File: src/rtl/core/assert_macros.svh
// ---------------------------------------------------------------------------
// Assertion macros
// Clocked, reset-qualified assertion helpers for the monitor RTL.
// ---------------------------------------------------------------------------
`ifndef ASSERT_MACROS_SVH
`define ASSERT_MACROS_SVH

// check a property on every rising clock edge outside reset
`define WRBDM_ASSERT(lbl, prop, msg) \
  lbl: assert property (@(posedge clk_i) disable iff (!rst_ni) (prop)) else $error(msg);

// check that a condition holds in the cycle after a trigger
`define WRBDM_ASSERT_NEXT(lbl, trig, prop, msg) \
  lbl: assert property (@(posedge clk_i) disable iff (!rst_ni) (trig) |=> (prop)) \
    else $error(msg);

`endif

File: src/rtl/core/wrbdm_pkg.sv
// ---------------------------------------------------------------------------
// wrbdm_pkg
// Shared types and constants of the windowed rate, bandwidth and delay monitor.
// ---------------------------------------------------------------------------
package wrbdm_pkg;

  localparam int unsigned WIN_MAX = 1024;
  localparam int unsigned PTR_W   = $clog2(WIN_MAX);
  localparam int unsigned CNT_W   = PTR_W + 1;
  localparam int unsigned SMP_W   = 64;
  localparam int unsigned SZ_W    = 32;
  localparam int unsigned TOT_W   = SZ_W + PTR_W;
  localparam int unsigned SUM_W   = SMP_W + PTR_W;
  localparam int unsigned DIV_NW  = SUM_W;
  localparam int unsigned DIV_DW  = SMP_W;
  localparam int unsigned DIV_CW  = $clog2(DIV_NW + 1);

  localparam logic [29:0] NS_PER_S = 30'd1000000000;
  localparam logic [46:0] RATE_K   = 47'd65536000000000;

  localparam logic [1:0] MODE_RATE  = 2'd0;
  localparam logic [1:0] MODE_BW    = 2'd1;
  localparam logic [1:0] MODE_DELAY = 2'd2;
  localparam logic [1:0] MODE_OFF   = 2'd3;

  localparam logic [1:0] FUNC_ARRIVE = 2'd0;
  localparam logic [1:0] FUNC_REPORT = 2'd1;
  localparam logic [1:0] FUNC_CLEAR  = 2'd2;

  localparam logic [1:0] REG_MODE = 2'd0;
  localparam logic [1:0] REG_WLEN = 2'd1;

  typedef enum logic [1:0] {
    OP_PUSH,
    OP_REPORT,
    OP_CLEAR
  } cmd_op_e;

  typedef struct packed {
    cmd_op_e           op;
    logic [SMP_W-1:0]  sample;
    logic [SZ_W-1:0]   size;
  } cmd_t;

  typedef struct packed {
    logic [1:0]       mode;
    logic [CNT_W-1:0] win;
  } cfg_t;

  typedef struct packed {
    logic [CNT_W-1:0] held;
  } stat_t;

  typedef struct packed {
    logic [1:0]       kind;
    logic [CNT_W-1:0] count;
    logic [CNT_W-1:0] win;
    logic [63:0]      rate;
    logic [63:0]      bps;
    logic [TOT_W-1:0] total;
    logic [63:0]      avg;
    logic [63:0]      dmin;
    logic [63:0]      dmax;
  } res_t;

endpackage

File: src/rtl/core/wrbdm_cmd_fifo.sv
// ---------------------------------------------------------------------------
// wrbdm_cmd_fifo
// Two-word command queue between the front and the back.
// ---------------------------------------------------------------------------
module wrbdm_cmd_fifo import wrbdm_pkg::*; (
  input  logic clk_i,
  input  logic rst_ni,
  input  logic push_i,
  input  cmd_t cmd_i,
  output logic full_o,
  output logic valid_o,
  output cmd_t head_o,
  input  logic pop_i
);

  cmd_t       ent_q [2];
  logic       wr_q, rd_q;
  logic [1:0] cnt_q;
  logic       do_pop;

  assign full_o  = (cnt_q == 2'd2);
  assign valid_o = (cnt_q != 2'd0);
  assign head_o  = ent_q[rd_q];
  assign do_pop  = pop_i && valid_o;

  always_ff @(posedge clk_i) begin
    if (push_i) begin
      ent_q[wr_q] <= cmd_i;
    end
  end

  always_ff @(posedge clk_i or negedge rst_ni) begin
    if (!rst_ni) begin
      wr_q  <= 1'b0;
      rd_q  <= 1'b0;
      cnt_q <= 2'd0;
    end else begin
      if (push_i) begin
        wr_q <= ~wr_q;
      end
      if (do_pop) begin
        rd_q <= ~rd_q;
      end
      cnt_q <= cnt_q + 2'(push_i) - 2'(do_pop);
    end
  end

endmodule

File: config.mk
export PLATFORM = sky130hd
export DESIGN_NAME = wrbdm_cmd_fifo
export DESIGN_NICKNAME = d
export VERILOG_FILES = /design/src/rtl/core/assert_macros.svh /design/src/rtl/core/wrbdm_pkg.sv /design/src/rtl/core/wrbdm_cmd_fifo.sv
export SDC_FILE = /design/constraint.sdc
export NUM_CORES = 1
export LEC_CHECK = 0
export ABC_AREA = 1
export BUFFER_PORTS_ARGS = -buffer_cell sky130_fd_sc_hd__buf_2
export CAP_MARGIN = 20
export CORE_AREA = 5 5 123 148
export CTS_CLUSTER_DIAMETER = 40
export DETAILED_ROUTE_END_ITERATION = 16
export DIE_AREA = 0 0 128 153
export PLACE_DENSITY = 0.72
export SYNTH_ARGS = -nofsm -noshare
export SYNTH_HDL_FRONTEND = slang
export SYNTH_SLANG_ARGS = --single-unit
File: constraint.sdc
create_clock -name clk_i -period 4.94 [get_ports clk_i]
set_clock_uncertainty 0.2 [all_clocks]
set_input_delay 0.988 -clock clk_i [delete_from_list [all_inputs] [get_ports clk_i]]
set_output_delay 0.988 -clock clk_i [all_outputs]
set_load 0.005 [all_outputs]
After elaboration in Yosys (flattened, before gate mapping) --
Memory sizes are Yosys's and may differ from the RTL's. Cells that the tools add are included.
Storage, ports and cells: register bits 4, bits in latches 0, memory bits (writable) 196, bits in read-only memories 0, bits of input ports 102, word-level logic and storage cells 13, memories 1
Cells by class: add/sub/neg operators 2, multiply operators 0, div/mod/pow operators 0, order comparisons 0, equality and inequality tests 1, shift operators 0, multiplexer cells 2, bitwise gates (word level) 2, reductions and logical operators 2
Memories:
- ent_q | depth 2, bits a word 98, read ports 1, clocked after Yosys merged registers in 0, wr ports 1, line wrbdm_cmd_fifo.sv:16 | cmd_t ent_q [2];
Operators with widths (count):
- 2-bit by 1-bit adder with 2-bit output | 1
- 2-bit equality test, second input constant | 1
- 1-bit two-way mux | 2
- 1-bit inverter | 2
- 2-bit nonzero test | 1
- 2-bit by 1-bit subtractor with 2-bit output | 1
- 1-bit logical AND | 1

Longest topological paths before layout --
depth in word-level cells 3, mapped depth 10, mapped depth without buffers 10

Worst setup path before layout --
No wires, ideal clock.
kind input port to flip-flop, start input port push_i, end memory ent_q[0][0] (netlist name) (enable), library setup time 0.558 ns, arrival 5.130 ns, slack -0.949 ns, cell stages on the path 2, buffers on the path 0, path through inv_1 > nor2_1
On the way: word-level cells in the longest chain between the ends 2
Ends and longest elaborated chain:
- from (decl) | line wrbdm_cmd_fifo.sv:8 | input logic push_i,
- 1-bit two-way mux | line wrbdm_cmd_fifo.sv:27 | if (push_i) begin
- 1-bit two-way mux (implied by the code) | line wrbdm_cmd_fifo.sv:28 | ent_q[wr_q] <= cmd_i;
- to (decl) | line wrbdm_cmd_fifo.sv:16
No other way between the ends.

==> out/metrics.yaml <==
cts.sink_count: 200
crit_path_end_kind: "output port"
yosysWarnings: 0
setup_viol: 0
hpwl_um: 9180
critPathMaxStageDelay_ns: 0.80
vias: 4475
drc_errors: 0
post_cts_buffers: 0
start_kind: "register"
numCtsBuffers: 17
ant_nets: 0
pre_cts_ws_ns: 2.07
cp.arrival_ns: 2.06
leakage_nw: 4.00
yosys-top-cells-count: "304 x nand2_1, 196 x edfxtp_1, 16 x buf_2, 8 x inv_1, 4 x dfrtp_1"
nFillCells: 1394
final_hold_viol_count: 0
syn_nets: 645
fin_ws_ns: 1.70
cts_tree: "built"
synthCells: 541
crit_top_cell: "nand2_1"
dr.pass1.iters: 5
avgSynthCellArea_um2: 13.6
grt_max_degree: 100
hp-class: "input port to async pin"
fmax_ghz: 0.308
die_h_um: 153
period_minus_slack_ns: 3.24
fin_cells: 975
start_util: 0.441
worstPathMaxFanout: 99
rows: 52
worstMarginPinSlew_ns: 1.04
netlist_area_mm2: 0.00734
synth.most_common_cell: "nand2_1"
ys_types: 12
grt_pass1_wl_um: 22400
yosysTopAreaCell: "edfxtp_1"
total_power_mw: 5.25
cp_data_required_time_ns: 3.75
rsz0062_at_grt: "no"
critPathTopFamily: "buffers and inverters"
cts_resized: 0
slew_violations: 0
cap_violations: 0
clk_latency_ns: 0.41
routedWlPerCell_um: 14.8
die-area_mm2: 0.0196
synth_edf_count: 196
ios: 202
power.density_mw_per_mm2: 571
peakVddDrop_mv: 0.426
synth_seq_cells: 200
cp_num_buf_inv: 2
htree_levels: 4
area_growth_pct: 25.1
synth-main-ff-cell: "edfxtp_1"
relSlewSlack: 0.306
die_w_um: 128
antenna_found_initial: 2
layout-drive-gt1-share: 0.318
clock_path_buffers: 2
critPathKind: "register to output port"
outcome: "completed"
synth-async-reset-ratio: 0.0200
layout_worst_path_cycle_share: 0.657
clkTransAtPathRegs_ns: 0.07
core_area_mm2: 0.0167
whs_ns: 0.165
slowest_stage: "buf_4"
seq_area_frac_synth: 0.816
grt_overflow: 0
grt_pass1_vias: 4557
drtIter0Drc: 282
tns_ns: 0
viasPerCell: 4.59
synthTopCellsByArea: "edfxtp_1 80%, nand2_1 16%, dfrtp_1 1.4%, buf_2 1.1%, inv_1 0.41%"
synth_top_cell_area_share: 0.802
cts_hold_buf: 0
dpl.cell_count: 942
cp_cell_sequence: "buf_4 > nand2_1 > nand2_1 > buf_2"
routed_wl_um: 14400
fin_nets: 849
grt_use_total: 0.148
io_buffers: 201
gp_congestion: 0.782
root_buffer: "clkbuf_16"
## area by class of cell
| class | count | area, µm² | area share |
|---|---|---|---|
| antenna | 1 | 2.50 | 0.000272 |
| clock buffer | 21 | 470 | 0.0512 |
| clock inverter | 11 | 169 | 0.0184 |
| inverter | 9 | 38.8 | 0.00422 |
| multi-input combinational | 311 | 1200 | 0.131 |
| sequential | 200 | 5990 | 0.652 |
| tap | 216 | 270 | 0.0294 |
| timing repair buffer | 206 | 1040 | 0.114 |
## per-stage QoR
stage / utilization / instance area (µm²)
CTS: 0.551 / 9180
global route: 0.551 / 9180
detailed placement: 0.513 / 8540
floorplan: - / 7340
global placement: 0.513 / 8540
finish: 0.551 / 9180
## layer usage
layer	GRT usage	wire, µm	vias to the layer above
li1	-	-	2226
met3	0.0433	926	24
met4	0.0561	343	2
met2	0.262	7550	141
met1	0.169	5580	2082
met5	0	13	-
## cells by family (layout without fill, tap and decap cells)
group	after synthesis	after routing	share of synthesized area
xor+xnor	1	1	0.00119
fa+ha+maj	2	2	0.00341
buf+inv	30	247	0.0220
flops	200	200	0.816
other cells	0	1	0
simple gates	308	308	0.158
## worst paths after layout
check,start,to,slack [ns],depth (start not counted)
worst max-delay path,rd_q,head_o[94],1.70,4
worst min-delay path,rst_ni,wr_q,0.17,1
worst max register to register,wr_q,ent_q[1][15],2.80,3
worst min register to register,wr_q,wr_q,0.36,1
max in group asynchronous,rst_ni,rd_q,4.24,1
min in group clk_i,wr_q,wr_q,0.36,1
## report_power, final
part	internal, mW	switching, mW
Clock	0.891	0.573
Combinational	0.514	0.940
Sequential	2.26	0.0740
## registers in the layout, indices dropped and copies added (netlist names)
signal / flops
cnt_q: 2
wr_q: 1
rd_q: 1
ent_q: 196
## layout by cell type (no fill, tap or decap), types with 3 or more instances in the layout
master / instances
clkinv_2: 3
clkbuf_16: 17
edfxtp_1: 196
buf_2: 201
nand2_1: 304
inv_1: 7
dfrtp_1: 3
bufinv_16: 4
buf_4: 5
clkbuf_8: 3
(Power assumes the default switching activity.)
