File: src/rtl/core/assert_macros.svh
// ---------------------------------------------------------------------------
// Assertion macros
// Clocked, reset-qualified assertion helpers for the monitor RTL.
// ---------------------------------------------------------------------------
`ifndef ASSERT_MACROS_SVH
`define ASSERT_MACROS_SVH

// check a property on every rising clock edge outside reset
`define WRBDM_ASSERT(lbl, prop, msg) \
  lbl: assert property (@(posedge clk_i) disable iff (!rst_ni) (prop)) else $error(msg);

// check that a condition holds in the cycle after a trigger
`define WRBDM_ASSERT_NEXT(lbl, trig, prop, msg) \
  lbl: assert property (@(posedge clk_i) disable iff (!rst_ni) (trig) |=> (prop)) \
    else $error(msg);

`endif

File: src/rtl/core/wrbdm_pkg.sv
// ---------------------------------------------------------------------------
// wrbdm_pkg
// Shared types and constants of the windowed rate, bandwidth and delay monitor.
// ---------------------------------------------------------------------------
package wrbdm_pkg;

  localparam int unsigned WIN_MAX = 1024;
  localparam int unsigned PTR_W   = $clog2(WIN_MAX);
  localparam int unsigned CNT_W   = PTR_W + 1;
  localparam int unsigned SMP_W   = 64;
  localparam int unsigned SZ_W    = 32;
  localparam int unsigned TOT_W   = SZ_W + PTR_W;
  localparam int unsigned SUM_W   = SMP_W + PTR_W;
  localparam int unsigned DIV_NW  = SUM_W;
  localparam int unsigned DIV_DW  = SMP_W;
  localparam int unsigned DIV_CW  = $clog2(DIV_NW + 1);

  localparam logic [29:0] NS_PER_S = 30'd1000000000;
  localparam logic [46:0] RATE_K   = 47'd65536000000000;

  localparam logic [1:0] MODE_RATE  = 2'd0;
  localparam logic [1:0] MODE_BW    = 2'd1;
  localparam logic [1:0] MODE_DELAY = 2'd2;
  localparam logic [1:0] MODE_OFF   = 2'd3;

  localparam logic [1:0] FUNC_ARRIVE = 2'd0;
  localparam logic [1:0] FUNC_REPORT = 2'd1;
  localparam logic [1:0] FUNC_CLEAR  = 2'd2;

  localparam logic [1:0] REG_MODE = 2'd0;
  localparam logic [1:0] REG_WLEN = 2'd1;

  typedef enum logic [1:0] {
    OP_PUSH,
    OP_REPORT,
    OP_CLEAR
  } cmd_op_e;

  typedef struct packed {
    cmd_op_e           op;
    logic [SMP_W-1:0]  sample;
    logic [SZ_W-1:0]   size;
  } cmd_t;

  typedef struct packed {
    logic [1:0]       mode;
    logic [CNT_W-1:0] win;
  } cfg_t;

  typedef struct packed {
    logic [CNT_W-1:0] held;
  } stat_t;

  typedef struct packed {
    logic [1:0]       kind;
    logic [CNT_W-1:0] count;
    logic [CNT_W-1:0] win;
    logic [63:0]      rate;
    logic [63:0]      bps;
    logic [TOT_W-1:0] total;
    logic [63:0]      avg;
    logic [63:0]      dmin;
    logic [63:0]      dmax;
  } res_t;

endpackage

File: src/rtl/core/wrbdm_front.sv
// ---------------------------------------------------------------------------
// wrbdm_front
// Configuration registers, input acceptance and command classification.
// ---------------------------------------------------------------------------
module wrbdm_front import wrbdm_pkg::*; (
  input  logic             clk_i,
  input  logic             rst_ni,
  input  logic             cfg_we_i,
  input  logic [1:0]       cfg_idx_i,
  input  logic [10:0]      cfg_wdata_i,
  input  logic             in_valid_i,
  output logic             in_ready_o,
  input  logic [1:0]       func_i,
  input  logic [62:0]      arrival_time_ns_i,
  input  logic [31:0]      message_bytes_i,
  input  logic [62:0]      header_stamp_ns_i,
  input  logic             stamp_valid_i,
  input  logic             full_i,
  output logic             push_o,
  output cmd_t             cmd_o,
  output cfg_t             cfg_o,
  output logic             clr_o
);

  logic [1:0]  mode_q;
  logic [10:0] wlen_q;
  logic        keep;

  always_ff @(posedge clk_i or negedge rst_ni) begin
    if (!rst_ni) begin
      mode_q <= MODE_RATE;
      wlen_q <= 11'(WIN_MAX);
    end else if (cfg_we_i) begin
      if (cfg_idx_i == REG_MODE) begin
        mode_q <= cfg_wdata_i[1:0];
      end else if (cfg_idx_i == REG_WLEN) begin
        wlen_q <= cfg_wdata_i;
      end
    end
  end

  assign clr_o    = cfg_we_i && (cfg_idx_i == REG_MODE || cfg_idx_i == REG_WLEN);

  always_comb begin
    cfg_o.mode = mode_q;
    if (wlen_q == 11'd0) begin
      cfg_o.win = CNT_W'(1);
    end else if (wlen_q > 11'(WIN_MAX)) begin
      cfg_o.win = CNT_W'(WIN_MAX);
    end else begin
      cfg_o.win = CNT_W'(wlen_q);
    end
  end

  always_comb begin
    keep        = 1'b0;
    cmd_o.op     = OP_PUSH;
    cmd_o.sample = {1'b0, arrival_time_ns_i};
    cmd_o.size   = message_bytes_i;
    unique case (func_i)
      FUNC_ARRIVE: begin
        if (mode_q == MODE_RATE || mode_q == MODE_BW) begin
          keep = 1'b1;
        end else if (mode_q == MODE_DELAY && stamp_valid_i) begin
          keep         = 1'b1;
          cmd_o.sample = {1'b0, arrival_time_ns_i} - {1'b0, header_stamp_ns_i};
          cmd_o.size   = '0;
        end
      end
      FUNC_REPORT: begin
        cmd_o.op = OP_REPORT;
        keep     = (mode_q != MODE_OFF);
      end
      FUNC_CLEAR: begin
        cmd_o.op = OP_CLEAR;
        keep     = 1'b1;
      end
      default: keep = 1'b0;
    endcase
  end

  assign in_ready_o = !full_i;
  assign push_o     = in_valid_i && !full_i && keep;

endmodule

File: config.mk
export PLATFORM = sky130hd
export DESIGN_NAME = wrbdm_front
export DESIGN_NICKNAME = d
export VERILOG_FILES = /design/src/rtl/core/assert_macros.svh /design/src/rtl/core/wrbdm_pkg.sv /design/src/rtl/core/wrbdm_front.sv
export SDC_FILE = /design/constraint.sdc
export NUM_CORES = 1
export LEC_CHECK = 0
export ABC_AREA = 1
export BUFFER_PORTS_ARGS = -buffer_cell sky130_fd_sc_hd__buf_4
export CAP_MARGIN = 40
export CORE_MARGIN = 2
export CORE_UTILIZATION = 50
export DETAILED_ROUTE_END_ITERATION = 7
export GPL_TIMING_DRIVEN = 0
export PLACE_DENSITY = 0.81
export RECOVER_POWER = 50
export SYNTH_ARGS = -nofsm -noshare
export SYNTH_HDL_FRONTEND = slang
export SYNTH_SLANG_ARGS = --single-unit
File: constraint.sdc
create_clock -name clk_i -period 11.18 [get_ports clk_i]
set_input_delay 3.354 -clock clk_i [delete_from_list [all_inputs] [get_ports clk_i]]
set_output_delay 3.354 -clock clk_i [all_outputs]
set_load 0.005 [all_outputs]
## Yosys cells after proc, flatten, opt, wreduce, memory -nomap -nowiden

Cells that the tools add are included.

- Register bits: 13
- Input port bits: 179
- Output and inout port bits: 114
- Word-level logic and storage cells: 33

- Add/sub/neg operators: 1
- Magnitude comparators: 1
- Equal/unequal tests: 6
- Multiplexer cells: 9
- Bitwise logic cells: 1
- Reduce and logical (&&, ||, !) cells: 13

Operators by type and width:

| kind | number |
|---|---|
| $mux W96 | 3 |
| $sub A63 B63 Y64 | 1 |
| $mux W11 | 2 |
| $gt A11 B11 Y1 const B | 1 |
| $logic_not A11 Y1 | 1 |
| $eq A2 B1 Y1 const B | 3 |
| $logic_not A2 Y1 | 3 |
| $eq A2 B2 Y1 const B | 2 |
| $logic_and A1 B1 Y1 | 4 |
| $pmux W2 S2 | 1 |
| $pmux W1 S3 | 1 |
| $reduce_and A3 Y1 | 1 |
| $logic_or A1 B1 Y1 | 2 |
| $mux W1 | 2 |
| $ne A2 B2 Y1 const B | 1 |
| $reduce_and A2 Y1 | 1 |
| $logic_not A1 Y1 | 1 |
| $not A1 Y1 | 1 |

## Depth between registers and ports, before layout

- Depth in word-level cells: 6
- Depth in mapped cells: 18
- Gate-level depth less buffers: 18

## Worst setup path before layout

No wires, ideal clock.

- Path kind: input to output
- Start: input port arrival_time_ns_i[0]
- End: output port cmd_o[78] (netlist name)
- Arrival: 4.902 ns
- Required time: 7.826 ns
- Setup slack: 2.924 ns
- Cell stages on the path: 18
- Buffers on the path: 0
- Cell sequence: inv_1 > ha_1 > fa_1 > inv_1 > nand3_1 > nand2_2 > nand2_1 > nand2_2 > nand2_1 > nand2_1 > nand2_1 > nand2_2 > nand2_2 > nand2_1 > nand2_1 > nand3_1 > nand2_1 > inv_1

RTL lines:

| what | RTL line | source |
|---|---|---|
| start: declaration | wrbdm_front.sv:14 | `input logic [62:0] arrival_time_ns_i,` |
| end: declaration | wrbdm_front.sv:20 | `output cmd_t cmd_o,` |

==> reports/summary.txt <==
result of the run: finished clean
Filler cells: 1,575
Flop pwr share: 0.098
count of instances resized after the clock tree is built: 0
placement row count: 45
per-cell via count in the routed design: 5.002
root buffer cell: sky130_fd_sc_hd__clkbuf_16
Max Clock Skew: 0 ps
DR iter-0 viols: 928
Critical Path Source Type: input pin
Die Outline Area: 0.01660 mm^2
critical path endpoint category: primary output
Final Hold Vio Count: 0
critical path class: input pin to primary output
Finish-stage setup viols: 0
max_slew headroom: 0.4654
initial standard-cell utilization of the core: 0.5127
antenna violations before repair: 0
cell area after technology mapping: 0.007794 mm^2
Boundary Pins: 293
final global-route overflow total: 0
clock tree sinks: 13
Mapped Avg Cell Area: 4.832 um^2
total vias in the final route: 10.49k
number of buffers inserted by post-CTS setup repair: 0
data arrival time of the worst path: 5550 ps
sequential share of the synthesized area: 0.04190
total power per unit cell area: 58.88 mW/mm^2
number of enable flip-flop cells after synthesis: 0
Inserted Clock Buffers: 3
wire length of the first global-routing pass: 47,090 um
overall fraction of global-route tracks in use: 0.3603
latest clock arrival within the worst-skew pair: 240 ps
number of distinct standard cells referenced by the synthesized netlist: 38
remaining routing DRC violations: 0
number of slew-limit violations in the final report: 0
Clock Power Share: 0.112
Nets: 2,153
Chip Width: 128.9 um
post-route insts no fill: 2,097
setup repair after global routing missed its margin: no
share of the cycle needed by the critical path after routing: 0.7960
async set or reset register ratio after synthesis: 1.000
DP HPWL: 27,180 um
Cells after DPL: 2,093
final wirelength: 31,100 um
Max Clock Freq: 112.4 MHz
net switching share of the total power: 0.5092
actual slew at the worst max-slew pin: 801.9 ps
Max H-tree Level: 1
final hold slack: 530.3 ps
ANT cells: 0
min Tclk post-route: 8899 ps
number of antenna-violating nets in the routed design: 0
largest net degree at the start of global routing: 14
maximum fanout along the worst path: 4
WL/cell: 14.83 um
iteration count of the initial detailed-routing pass: 6
Core Region: 0.01520 mm^2
TritonCTS clock tree: built
standard cell area after detailed placement: 0.01022 mm^2
Max Cap Violations: 0
maximum buffer depth of the clock tree: 2
leakage power summed over all cells: 6.830 nW
power share of the combinational group: 0.790
net load switching power: 0.3081 mW
summed negative setup slack over all endpoints: 0 ps
classification of the worst-slack hold path: flop to flop
worst voltage drop across the vdd grid: 0.0001057 V
Final Util: 0.6760
Int Power: 0.2969 mW
Layout Cell Area excl Fill: 0.01028 mm^2
Area growth syn-to-layout: 31.85%
Port Buffer Count: 292
vias in the first global route: 9,444
multi-input combinational cell area: 0.005714 mm^2
required time worst endpoint: 7830 ps
Reg area: 326.6 um^2
number of synthesized register bits: 13
global placement routability congestion: 1.082
Yosys warnings: 0
Worst-path clk slew: 40 ps
most frequently used flop master after synthesis: sky130_fd_sc_hd__dfrtp_1
fraction of final layout cells sized beyond drive strength 1: 0.2106
hold-fix buffers at CTS: 0
total nets after synthesis: 1,856
y dimension of the die: 128.9 um
number of instances in the synthesized netlist: 1,613
[routing by layer]
metal | vias up | global-route usage | routed length [um]
met4 | 0 | 0.1145 | 1066
met1 | 4643 | 0.4888 | 13230
met5 | - | 0 | 0
met2 | 461 | 0.5945 | 14020
li1 | 5308 | - | -
met3 | 78 | 0.04574 | 2784
[placed cells by master, fill, tap and decap left out, drive strengths merged]
cell	count
a21oi	66
a31oi	1
and2	1
buf	259
clkbuf	56
clkinv	2
dfrtp	12
dfstp	1
fa	1
ha	63
inv	442
mux2i	5
nand2	617
nand3	80
nand3b	3
nand4	12
nor2	171
nor3	19
nor4	2
o21ai	43
o21bai	8
o22ai	1
or2	15
xnor2	20
xor2	9
[power groups by stage]
stage,Combinational [mW],Clock [mW],Sequential [mW]
detailed placement,0.467,0,0.0596
global placement,0.460,0,0.0594
global route,0.526,0.0705,0.0599
floorplan,0.279,0,0.0588
CTS,0.470,0.0671,0.0594
finish,0.478,0.0676,0.0594
[worst paths after layout]
check / start / end / slack, ps / cells after the start
worst max-delay path: arrival_time_ns_i[0] / cmd_o[62] / 2280 / 17
worst min-delay path: wlen_q[9]$_DFFE_PN0P_ / wlen_q[9]$_DFFE_PN0P_ / 530 / 2
worst max register to register: wlen_q[10]$_DFFE_PN1P_ / wlen_q[10]$_DFFE_PN1P_ / 10350 / 2
worst min register to register: wlen_q[9]$_DFFE_PN0P_ / wlen_q[9]$_DFFE_PN0P_ / 530 / 2
max in group asynchronous: rst_ni / wlen_q[9]$_DFFE_PN0P_ / 7640 / 1
min in group asynchronous: rst_ni / wlen_q[5]$_DFFE_PN0P_ / 3120 / 1
[sequential cells by signal, summed over array words and instances (netlist names)]
| register | cells |
|---|---|
| mode_q | 2 |
| wlen_q | 11 |
[Yosys cell counts (5+ instances only)]
cell type | instances | share of area
sky130_fd_sc_hd__nand2_1 | 573 | 0.28
sky130_fd_sc_hd__inv_1 | 432 | 0.21
sky130_fd_sc_hd__nor2_1 | 144 | 0.069
sky130_fd_sc_hd__nand3_1 | 72 | 0.046
sky130_fd_sc_hd__a21oi_1 | 66 | 0.042
sky130_fd_sc_hd__ha_1 | 63 | 0.10
sky130_fd_sc_hd__nand2_2 | 43 | 0.035
sky130_fd_sc_hd__o21ai_0 | 35 | 0.022
sky130_fd_sc_hd__nor2_2 | 23 | 0.018
sky130_fd_sc_hd__xnor2_1 | 20 | 0.022
sky130_fd_sc_hd__dfrtp_1 | 12 | 0.039
sky130_fd_sc_hd__nand4_1 | 12 | 0.0096
sky130_fd_sc_hd__inv_2 | 10 | 0.0048
sky130_fd_sc_hd__buf_2 | 9 | 0.0058
sky130_fd_sc_hd__clkbuf_1 | 9 | 0.0043
sky130_fd_sc_hd__nor3_2 | 9 | 0.012
sky130_fd_sc_hd__or2_1 | 9 | 0.0072
sky130_fd_sc_hd__xor2_1 | 9 | 0.010
sky130_fd_sc_hd__nand3_2 | 8 | 0.010
sky130_fd_sc_hd__nor3_1 | 8 | 0.0051
sky130_fd_sc_hd__o21ai_1 | 8 | 0.0051
sky130_fd_sc_hd__o21bai_1 | 7 | 0.0067
sky130_fd_sc_hd__or2_2 | 6 | 0.0048
sky130_fd_sc_hd__mux2i_1 | 5 | 0.0064
[worst max-delay path: stages]
cell and delay [ps]:
sky130_fd_sc_hd__buf_4 90, sky130_fd_sc_hd__inv_1 40, sky130_fd_sc_hd__ha_1 220, sky130_fd_sc_hd__fa_1 410, sky130_fd_sc_hd__inv_1 100, sky130_fd_sc_hd__nand3_1 80
sky130_fd_sc_hd__nand2_2 120, sky130_fd_sc_hd__nand2_1 80, sky130_fd_sc_hd__nand2_2 130, sky130_fd_sc_hd__nand2_1 60, sky130_fd_sc_hd__nand2_1 130, sky130_fd_sc_hd__nand2_1 100
sky130_fd_sc_hd__nand2_2 120, sky130_fd_sc_hd__xor2_1 80, sky130_fd_sc_hd__o21bai_1 240, sky130_fd_sc_hd__inv_1 70, sky130_fd_sc_hd__buf_4 140
[through the flow]
stage / setup WS, ps / power, mW
after floorplan: 2924 / 0.3382
after global placement: 2325 / 0.5192
after detailed placement: 2288 / 0.5271
after CTS: 2281 / 0.5962
after global routing: 2127 / 0.6561
final: 2281 / 0.6050
[final cells by class]
class,count,share of cell area
multi-input cells,1137,0.5561
repair buffers,292,0.2115
flip-flops and latches,13,0.03178
plain buffers,19,0.007914
inverters,444,0.1622
well taps,188,0.02289
clock buffers,4,0.007671
[kinds of logic after synthesis]
| group | synth area share |
|---|---|
| and+or+nand+nor | 0.5107 |
| buffers and inverters | 0.2249 |
| AOI/OAI and AO/OA | 0.07979 |
| adders and majority gates | 0.1037 |
| xor gates and xnor gates | 0.03259 |
| DFF | 0.04190 |
| muxes | 0.006422 |
No activity file was read; power rests on OpenSTA's default activity.
